--- config.mk ---
export PLATFORM = sky130hd
export DESIGN_NAME = ascii_frame_to_binary_values_unit
export DESIGN_NICKNAME = d
export VERILOG_FILES = /design/src/rtl/core/afbv_pkg.sv /design/src/rtl/core/afbv_decode.sv /design/src/rtl/core/afbv_frame_core.sv /design/src/rtl/core/ascii_frame_to_binary_values_unit.sv
export SDC_FILE = /design/constraint.sdc
export NUM_CORES = 2
export LEC_CHECK = 0
export ABC_AREA = 1
export BUFFER_PORTS_ARGS = -buffer_cell sky130_fd_sc_hd__buf_2
export CAP_MARGIN = 10
export CORE_ASPECT_RATIO = 2
export CORE_MARGIN = 3
export CORE_UTILIZATION = 36
export CTS_CLUSTER_SIZE = 12
export DETAILED_ROUTE_END_ITERATION = 10
export SETUP_SLACK_MARGIN = 0.3
export SYNTH_ARGS = -nofsm -noshare
export SYNTH_HDL_FRONTEND = slang
export SYNTH_SLANG_ARGS = --single-unit
--- constraint.sdc ---
create_clock -name clk -period 10.1 [get_ports clk]
set_clock_uncertainty 0.2 [all_clocks]
set_input_delay 0.505 -clock clk [delete_from_list [all_inputs] [get_ports clk]]
set_output_delay 0.505 -clock clk [all_outputs]
set_load 0.02 [all_outputs]
--- src/rtl/core/afbv_pkg.sv ---
// Shared types, constants and digit arithmetic for the ASCII frame decoder.
`timescale 1ns / 1ps

package afbv_pkg;

  localparam int NUM_VALUES       = 4;
  localparam int RESTART_POSITION = 49;
  localparam int DIGITS_PER_VALUE = 4;
  localparam int STORE_DEPTH      = DIGITS_PER_VALUE * NUM_VALUES + 2;
  localparam int END_POSITION     = DIGITS_PER_VALUE * NUM_VALUES + 1;
  localparam int STORE_IDX_W      = $clog2(STORE_DEPTH);
  localparam int POS_W            = 6;
  localparam int NUM_OUT          = 4;
  localparam int VALUE_W          = 16;
  localparam int BYTE_W           = 8;
  localparam int TICK_W           = 16;

  localparam logic [TICK_W-1:0]  TIMEOUT_RESET = 16'd1000;

  localparam logic [BYTE_W-1:0]  CHAR_A     = 8'd65;
  localparam logic [BYTE_W-1:0]  CHAR_B     = 8'd66;
  localparam logic [BYTE_W-1:0]  CHAR_SPACE = 8'h20;
  localparam logic [VALUE_W-1:0] CHAR_ZERO  = 16'h0030;

  // Weights of the four digits of one value, most significant first.
  localparam logic [VALUE_W-1:0] DIGIT_WEIGHT [DIGITS_PER_VALUE] =
    '{16'd1000, 16'd100, 16'd10, 16'd1};

  typedef enum logic [1:0] {
    OP_BYTE = 2'd0,
    OP_TICK = 2'd1,
    OP_READ = 2'd2,
    OP_NONE = 2'd3
  } op_t;

  typedef struct packed {
    op_t               op;
    logic [BYTE_W-1:0] rx_byte;
  } in_item_t;

  typedef struct packed {
    logic [VALUE_W-1:0] value_0;
    logic [VALUE_W-1:0] value_1;
    logic [VALUE_W-1:0] value_2;
    logic [VALUE_W-1:0] value_3;
  } result_t;

  typedef logic [STORE_DEPTH-1:0][BYTE_W-1:0] store_t;
  typedef logic [NUM_VALUES-1:0][VALUE_W-1:0] values_t;

  // Contribution of one ASCII digit, wrapping modulo 2^16 for non-digits.
  function automatic logic [VALUE_W-1:0] digit_term(input logic [BYTE_W-1:0] b,
                                                    input logic [VALUE_W-1:0] weight);
    logic [VALUE_W-1:0]   d;
    logic [2*VALUE_W-1:0] p;
    d = {{(VALUE_W-BYTE_W){1'b0}}, b} - CHAR_ZERO;
    p = d * weight;
    return p[VALUE_W-1:0];
  endfunction

endpackage

--- src/rtl/core/afbv_decode.sv ---
// Combinational conversion of the stored ASCII digits into binary values.
`timescale 1ns / 1ps

module afbv_decode (
  input  afbv_pkg::store_t  store,
  output afbv_pkg::values_t values
);

  always_comb begin
    logic [afbv_pkg::VALUE_W-1:0] sum;
    logic [afbv_pkg::BYTE_W-1:0]  b;
    values = '0;
    for (int i = 0; i < afbv_pkg::NUM_VALUES; i++) begin
      sum = '0;
      for (int k = 0; k < afbv_pkg::DIGITS_PER_VALUE; k++) begin
        b = store[afbv_pkg::DIGITS_PER_VALUE * i + 1 + k];
        // A space stands for a leading blank and adds nothing.
        if (b != afbv_pkg::CHAR_SPACE) begin
          sum = sum + afbv_pkg::digit_term(b, afbv_pkg::DIGIT_WEIGHT[k]);
        end
      end
      values[i] = sum;
    end
  end

endmodule

--- src/rtl/core/afbv_frame_core.sv ---
// Frame store, write position, tick counter and held values, updated once per request.
`timescale 1ns / 1ps

module afbv_frame_core (
  input  logic                           clk,
  input  logic                           rst,
  input  logic                           step,
  input  afbv_pkg::in_item_t             item,
  input  logic [afbv_pkg::TICK_W-1:0]    timeout_ticks,
  output afbv_pkg::values_t              held
);

  afbv_pkg::store_t                  store;
  logic [afbv_pkg::POS_W-1:0]        pos;
  logic [afbv_pkg::TICK_W-1:0]       tick_count;
  afbv_pkg::values_t                 held_values;

  afbv_pkg::store_t                  store_w;
  logic [afbv_pkg::POS_W-1:0]        pos_w;
  logic                              end_seen;
  afbv_pkg::values_t                 decoded;

  afbv_pkg::store_t                  store_next;
  logic [afbv_pkg::POS_W-1:0]        pos_next;
  logic [afbv_pkg::TICK_W-1:0]       tick_count_next;
  afbv_pkg::values_t                 held_values_next;

  // Byte handling up to and including the restart check.
  always_comb begin
    store_w  = store;
    pos_w    = pos;
    end_seen = 1'b0;
    if (item.rx_byte != '0) begin
      if (pos < afbv_pkg::POS_W'(afbv_pkg::STORE_DEPTH)) begin
        store_w[pos[afbv_pkg::STORE_IDX_W-1:0]] = item.rx_byte;
      end
      pos_w = pos + 1'b1;
    end
    end_seen = (store_w[afbv_pkg::END_POSITION] == afbv_pkg::CHAR_B);
    if (item.rx_byte == afbv_pkg::CHAR_A) begin
      store_w[0] = afbv_pkg::CHAR_A;
      pos_w      = afbv_pkg::POS_W'(1);
    end
    if (pos_w >= afbv_pkg::POS_W'(afbv_pkg::RESTART_POSITION)) begin
      pos_w   = '0;
      store_w = '0;
    end
  end

  afbv_decode u_decode (
    .store  (store_w),
    .values (decoded)
  );

  always_comb begin
    logic [afbv_pkg::TICK_W-1:0] t;
    store_next       = store;
    pos_next         = pos;
    tick_count_next  = tick_count;
    held_values_next = held_values;
    t                = tick_count + 1'b1;
    if (step) begin
      unique case (item.op)
        afbv_pkg::OP_BYTE: begin
          store_next = store_w;
          pos_next   = pos_w;
          if (end_seen) begin
            tick_count_next = '0;
            // A complete frame needs the start mark still in place.
            if (store_w[0] == afbv_pkg::CHAR_A) begin
              held_values_next = decoded;
              store_next       = '0;
            end
          end
        end
        afbv_pkg::OP_TICK: begin
          if (t >= timeout_ticks) begin
            held_values_next = '0;
            tick_count_next  = '0;
          end else begin
            tick_count_next = t;
          end
        end
        afbv_pkg::OP_READ, afbv_pkg::OP_NONE: begin
        end
        default: begin
        end
      endcase
    end
  end

  always_ff @(posedge clk) begin
    if (rst) begin
      store       <= '0;
      pos         <= '0;
      tick_count  <= '0;
      held_values <= '0;
    end else begin
      store       <= store_next;
      pos         <= pos_next;
      tick_count  <= tick_count_next;
      held_values <= held_values_next;
    end
  end

  assign held = held_values;

endmodule

--- src/rtl/core/ascii_frame_to_binary_values_unit.sv ---
// Top level of the ASCII frame decoder: input register, frame core and result register.
`timescale 1ns / 1ps

// A request can be taken in every cycle while in_stall is low. A taken request is held in the
// input register, from which the frame core applies it. A read loads the result register when
// it leaves the input register, so its four values reflect every earlier request. Byte and
// tick requests give no result. in_stall rises only while a read waits in the input register
// behind a result that the output side has not yet taken; the single output register sets
// that limit.
module ascii_frame_to_binary_values_unit (
  input  logic                        clk,
  input  logic                        rst,
  input  logic                        in_valid,
  output logic                        in_stall,
  input  afbv_pkg::in_item_t          in_data,
  output logic                        out_valid,
  input  logic                        out_stall,
  output afbv_pkg::result_t           out_data,
  input  logic                        cfg_we,
  input  logic [afbv_pkg::TICK_W-1:0] cfg_data
);

  logic                             s1_valid;
  afbv_pkg::in_item_t               s1_item;
  logic [afbv_pkg::TICK_W-1:0]      timeout_ticks;
  logic                             out_free;
  logic                             s1_go;
  afbv_pkg::values_t                held;
  logic [afbv_pkg::NUM_OUT-1:0][afbv_pkg::VALUE_W-1:0] out_vals;

  assign out_free = !out_valid || !out_stall;
  assign s1_go    = s1_valid && ((s1_item.op != afbv_pkg::OP_READ) || out_free);
  assign in_stall = s1_valid && !s1_go;

  always_ff @(posedge clk) begin
    if (rst) begin
      s1_valid <= 1'b0;
    end else if (in_valid && !in_stall) begin
      s1_valid <= 1'b1;
    end else if (s1_go) begin
      s1_valid <= 1'b0;
    end
  end

  always_ff @(posedge clk) begin
    if (in_valid && !in_stall) begin
      s1_item <= in_data;
    end
  end

  always_ff @(posedge clk) begin
    if (rst) begin
      timeout_ticks <= afbv_pkg::TIMEOUT_RESET;
    end else if (cfg_we) begin
      timeout_ticks <= cfg_data;
    end
  end

  afbv_frame_core u_core (
    .clk           (clk),
    .rst           (rst),
    .step          (s1_go),
    .item          (s1_item),
    .timeout_ticks (timeout_ticks),
    .held          (held)
  );

  // Fields beyond the number of held values read as zero.
  for (genvar j = 0; j < afbv_pkg::NUM_OUT; j++) begin : g_out
    if (j < afbv_pkg::NUM_VALUES) begin : g_held
      assign out_vals[j] = held[j];
    end else begin : g_zero
      assign out_vals[j] = '0;
    end
  end

  always_ff @(posedge clk) begin
    if (rst) begin
      out_valid <= 1'b0;
    end else if (s1_go && (s1_item.op == afbv_pkg::OP_READ)) begin
      out_valid <= 1'b1;
    end else if (!out_stall) begin
      out_valid <= 1'b0;
    end
  end

  always_ff @(posedge clk) begin
    if (s1_go && (s1_item.op == afbv_pkg::OP_READ)) begin
      out_data.value_0 <= out_vals[0];
      out_data.value_1 <= out_vals[1];
      out_data.value_2 <= out_vals[2];
      out_data.value_3 <= out_vals[3];
    end
  end

endmodule

Word-level counts from Yosys, hierarchy flattened --
Cells that the tools add are included.
Operators by class: add/sub/neg operators 30, multiply operators 12, order comparisons 5, eq/ne operators 26, muxes and demuxes 39, reduce and logical (&&, ||, !) cells 18
Operators with widths (count):
- 144-bit 2-to-1 mux | 5
- 16-bit 2-to-1 mux | 18
- 16-bit adder | 12
- 64-bit 2-to-1 mux | 3
- 144-bit bitwise mux | 1
- 8-bit by 6-bit subtractor with 9-bit output, second input constant | 16
- 8-bit by 6-bit inequality test with 1-bit output, second input constant | 16
- 64-bit case mux with 2 select lines | 1
- 16-bit by 3-bit multiplier with 15-bit output, second input constant | 4
- 16-bit by 5-bit multiplier with 14-bit output, second input constant | 4
- 16-bit by 7-bit multiplier with 13-bit output, second input constant | 4
- 8-bit demux with 5-bit select | 1
- 16-bit case mux with 2 select lines | 1
- 8-bit by 7-bit equality test with 1-bit output, second input constant | 3
- 6-bit 2-to-1 mux | 3
- 16-bit by 1-bit adder with 16-bit output, second input constant | 1
- 16-bit greater-or-equal comparator | 1
- 8-bit 2-to-1 mux | 2
- 2-bit by 1-bit inequality test with 1-bit output, second input constant | 4
- 8-bit nonzero test | 1
- 6-bit by 1-bit adder with 6-bit output, second input constant | 1
- 6-bit greater-or-equal comparator, second input constant | 1
- 5-bit by 6-bit < comparator with 1-bit output, second input constant | 1
- 6-bit by 5-bit < comparator with 1-bit output, second input constant | 1
- other kinds (13) | 25
Storage, ports and cells: register bits 322, input bits 31, output and inout bits 66, word-level logic and storage cells 163

Longest topological paths before layout --
depth in word-level cells 21, mapped depth 62, mapped depth without buffers 57

By module --
Synthesis repeated with hierarchy kept, for this count alone.
Second synthesis, totals: cells, all modules 5647, area total of the unflattened synthesis 37768.7 µm²
Modules (own cells, without submodules):
- afbv_decode | instances 1, cells each 3322, area each 21779.6 µm², sequential area each 0.0 µm²
- afbv_frame_core | instances 1, cells each 2164, area each 13110.1 µm², sequential area each 4604.4 µm²
- ascii_frame_to_binary_values_unit | instances 1, cells each 161, area each 2879.0 µm², sequential area each 2582.5 µm²

Least setup slack after synthesis --
Ideal clock, no wire load.
path type register to register, from register s1_item[7] in the netlist's numbering, to register u_core.held_values, in the netlist u_core.held[31], library setup time 0.132 ns, data arrival time 8.545 ns, required time 9.768 ns, setup slack 1.222 ns, stages on the path, launching flop included 58, buffers on the path 5, clock period less this slack 8.878 ns, path through edfxtp_1 > nor2_1 > nand2_2 > nor2_8 > nand2_1 > nand2_1 > nand3_1 > o21ai_4 > buf_4 > buf_4 > buf_4 > buf_2 > buf_2 > nand2_1 > fa_1 > xnor2_1 > ha_1 > fa_1 > [22 not listed] > o21ai_0 > xnor2_1 > inv_1 > o21ai_0 > inv_1 > ha_1 > nand2_1 > nor2_1 > nor2_1 > o211ai_1 > inv_1 > nand2_1 > nand3_1 > nand4_1 > nand2_1 > nand2_1 > nand3_1 > a21oi_1
On the way: longest elaborated chain between the ends 17, elaborated cells between the ends (all ways) 36, classes of those cells add/sub (7); mul (3); order compare (1); eq/ne (9); mux (14); reduce/logical (2)
Ends and longest elaborated chain:
- start, declared | RTL line ascii_frame_to_binary_values_unit.sv:24 | afbv_pkg::in_item_t s1_item;
- start signal, assigned | RTL line ascii_frame_to_binary_values_unit.sv:47 | s1_item <= in_data;
- 8-bit nonzero test | RTL line afbv_frame_core.sv:33 | if (item.rx_byte != '0) begin
- 6-bit 2-to-1 mux | RTL line afbv_frame_core.sv:33
- 6-bit 2-to-1 mux | RTL line afbv_frame_core.sv:40 | if (item.rx_byte == afbv_pkg::CHAR_A) begin
- 6-bit greater-or-equal comparator | RTL line afbv_frame_core.sv:44 | if (pos_w >= afbv_pkg::POS_W'(afbv_pkg::RESTART_POSITION)) begin
- 144-bit 2-to-1 mux | RTL line afbv_frame_core.sv:44
- 8-bit by 6-bit subtractor with 9-bit output | RTL line afbv_pkg.sv:56 | d = {{(VALUE_W-BYTE_W){1'b0}}, b} - CHAR_ZERO;
- 16-bit by 7-bit multiplier with 13-bit output | RTL line afbv_pkg.sv:57 | p = d * weight;
- 16-bit 2-to-1 mux | RTL line afbv_decode.sv:18 | if (b != afbv_pkg::CHAR_SPACE) begin
- 16-bit adder | RTL line afbv_decode.sv:19 | sum = sum + afbv_pkg::digit_term(b, afbv_pkg::DIGIT_WEIGHT[k]);
- 16-bit 2-to-1 mux | RTL line afbv_decode.sv:18
- 16-bit adder | RTL line afbv_decode.sv:19
- 16-bit 2-to-1 mux | RTL line afbv_decode.sv:18
- 16-bit adder | RTL line afbv_decode.sv:19
- 16-bit 2-to-1 mux | RTL line afbv_decode.sv:18
- 64-bit 2-to-1 mux | RTL line afbv_frame_core.sv:70 | if (store_w[0] == afbv_pkg::CHAR_A) begin
- 64-bit 2-to-1 mux | RTL line afbv_frame_core.sv:67 | if (end_seen) begin
- 64-bit case mux with 2 select lines | RTL line afbv_frame_core.sv:63 | unique case (item.op)
- end signal, assigned | RTL line afbv_frame_core.sv:102 | held_values <= held_values_next;
- end, declared | RTL line afbv_frame_core.sv:16 | afbv_pkg::values_t held_values;
Several ways; a longest one is shown, not always the timed one. The select of a mux whose other input is x is not followed. A chain may end at the register's enable or synchronous reset.

Final worst setup path --
from register s1_item[4] in the netlist's numbering, to register u_core.held_values, in the netlist u_core.held[63]
Same word-level chain as after synthesis.

==> impl_metrics.csv <==
group,metric,value,unit
global_route,grt_overflow,0,
yosys,synth_area,0.0341,mm²
floorplan,die-area,0.0987,mm²
drt,viasPerCell,5.01,
clock_network,clk_pin_slew,0.07,ns
worst_setup_path,arrival,9.31,ns
yosys,synth.avg_cell_area,7.11,µm²
cells_and_area,drive_gt1_share,5.20,%
global_route,grt_pass1_vias,30400,
placed_design,place_congestion,0.903,
cells_and_area,final_cell_mix,"nand2_1 (1,207), inv_1 (778), ha_1 (493)",
worst_setup_path,cp-start-kind,"register",
sta,period_needed,9.11,ns
floorplan,io_pins,97,
sta,hold_violations,0,
drt,drtIter0Drc,1308,
power_and_ir_drop,peakVddDrop,0.213,mV
cells_and_area,areaGrowthSynthToFinish,8.63,%
outcome,status,"complete, no violations",
global_route,grt_max_degree,89,
run,cap_violations,0,
clock_network,tritoncts,"built",
global_route,grt_first_pass_wirelength,150000,µm
worst_setup_path,worstSetupPathType,"register to register",
yosys,synth_cell_type_count,58,
drt,drc,0,
drt,drt-total-wl,94000,µm
drt,drtPass1Iterations,5,
placed_design,port_buffers,96,
cells_and_area,mostFrequentLayoutCell,"nand2_1",
global_route,grt_usage,18.7,%
floorplan,initial_utilization,36.3,%
floorplan,die_w,224,µm
worst_setup_path,end_kind,"register",
placed_design,hpwl,74200,µm
sta,max-slew-margin-rel,34.4,%
placed_design,dpl_cell_area,0.0358,mm²
yosys,yosysSeqAreaShare,21.1,%
sta,finalSetupViolCount,0,
yosys,yosys_register_bits,322,
power_and_ir_drop,power_density,111,mW/mm²
power_and_ir_drop,power,4.11,mW
worst_setup_path,crit_family,"adder cells",
sta,worst_pin_slew,0.974,ns
worst_hold_path,hold_class,"input port to register",
global_route,antenna_found_initial,0,
worst_setup_path,critPathSlowestCell,"fa_1",
cells_and_area,final_area,0.0371,mm²
worst_setup_path,worst-path-buf-inv,6,
power_and_ir_drop,power_leakage,18.3,nW
floorplan,die_height,441,µm
yosys,async_reset_ff_share,0,%
yosys,syn_inst,4799,
drt,num_vias,30500,
floorplan,core,0.0939,mm²
sta,finalMaxSlewViolations,0,
worst_setup_path,slowest_delay,0.55,ns
clock_network,root_buffer,"clkbuf_16",
yosys,syn-num-nets,5463,
sta,setup_tns,0,ns
sta,max_freq,110,MHz
floorplan,num_rows,159,
clock_network,worstSkewPairLatency,0.58,ns
clock_network,htree_levels,2,
sta,fin_crit_sh,90.2,%
worst_setup_path,cpMostUsedCell,"nand2_1",
clock_network,numCtsBuffers,34,
drt,final_antenna_net_count,0,
yosys,yosys_warnings,0,
clock_network,cts.sinks,322,
sta,rsz0062_at_grt,"true",
yosys,synthFlopType,"dfxtp_1",
worst_setup_path,cp.required,10.30,ns
yosys,synth_edf_count,74,
drt,wl_per_cell,15.5,µm
worst_setup_path,path_max_fanout,32,
cells_and_area,layout.nets,5507,
clock_network,clockBufferDepth,3,
cells_and_area,diodes,0,
cells_and_area,fillers,9881,
==> cells in the mapped netlist (4+ instances only) <==
cell type  instances  share of area [%]
and2_1             5              0.092
nor4_1             5              0.092
a21o_1            21               0.46
nand2_2            4              0.073
dfxtp_1          248                 15
inv_1            780                8.6
o31ai_1            7               0.15
o21bai_1          24               0.53
nand3b_1          13               0.29
buf_2             43               0.63
nand4_1           26               0.48
mux2i_1            5               0.15
a21oi_1          479                7.0
buf_4             16               0.35
nor2_1           204                2.2
o21ai_1           24               0.35
and3_1             6               0.11
or2_2             28               0.51
nor2_2             7               0.13
a31oi_1           15               0.28
a211oi_1           6               0.13
fa_1             140                8.2
inv_2              7              0.077
edfxtp_1          74                6.5
nand2_1         1209                 13
xor2_1           141                3.6
nor3_1            28               0.41
clkbuf_1          85               0.94
nand3_1          146                2.1
xnor2_1          105                2.7
o21ai_0          315                4.6
a32oi_1            4               0.10
o211ai_1          51                1.1
ha_1             493                 18
==> where the power goes <==
part / switching, mW / internal, mW / total, mW
Sequential: 0.0136 / 1.33 / 1.35
Clock: 0.584 / 0.687 / 1.27
Combinational: 0.895 / 0.594 / 1.49
==> cells by family after synthesis <==
| family | count (synthesis) | synth area share, % |
|---|---|---|
| compound gates | 967 | 15.3 |
| xor+xnor | 246 | 6.31 |
| buf+inv | 935 | 10.6 |
| simple gates | 1691 | 20.2 |
| flops | 322 | 21.1 |
| mux | 5 | 0.147 |
| fa+ha+maj | 633 | 26.3 |
==> tightest hold or removal path, delay by kind of cell <==
family	cells	cell delay (ns)
AO/OA/AOI/OAI	2	0.17
buffers and inverters	1	0.08
==> final timing paths <==
| check | from | to | slack, ns | depth (start not counted) |
|---|---|---|---|---|
| setup / recovery | s1_item[4] | u_core.held[63] | 0.99 | 46 |
| setup reg to reg | s1_item[4] | u_core.held[63] | 0.99 | 46 |
| hold / removal | cfg_data[2] | timeout_ticks[2] | 0.03 | 3 |
| hold reg to reg | u_core.held[49] | out_data[1] | 0.23 | 0 |
==> through the flow <==
step | utilization [%] | setup slack, ns | cells | hold WS, ns
global placement | 38.1 | 0.708 | 5993 | 0.212
global route | 39.5 | 0.253 | 6073 | 0.0309
floorplan | - | 1.22 | 4799 | 0.209
CTS | 39.4 | 0.600 | 6071 | 0.000179
finish | 39.5 | 0.990 | 6073 | 0.0319
detailed placement | 38.1 | 0.638 | 5993 | 0.215
==> state kept, by name, indices dropped and copies added (netlist names) <==
signal             flops
u_core.held           64
timeout_ticks         16
u_core.pos             6
u_core.store         144
out_data              64
u_core.tick_count     16
s1_valid               1
s1_item               10
out_valid              1
==> per-layer routing <==
layer / up-vias / global-route usage, % / share of wire (%)
met5: - / 0 / 0
li1: 15500 / - / -
met3: 202 / 1.13 / 2.2
met1: 14200 / 18.2 / 36
met4: 0 / 8.86 / 5.0
met2: 491 / 39.2 / 57
==> timing repair <==
action | CTS | global route
buffers inserted | 0 | 2
endpoints found under the setup margin | 0 | 7
hold buffers | 19 | 0
resized for setup | 0 | 26
endpoints found under the hold margin | 19 | 0
==> layout make-up <==
cell class | instances | area (µm²) | area share, %
Clock inverter | 7 | 106 | 0.287
Sequential cell | 322 | 7190 | 19.4
Multi-Input combinational cell | 3542 | 23400 | 63.0
Timing Repair Buffer | 155 | 996 | 2.69
Clock buffer | 52 | 950 | 2.56
Inverter | 788 | 2960 | 7.99
Tap cell | 1207 | 1510 | 4.07
No activity file was read; power rests on OpenSTA's default activity.
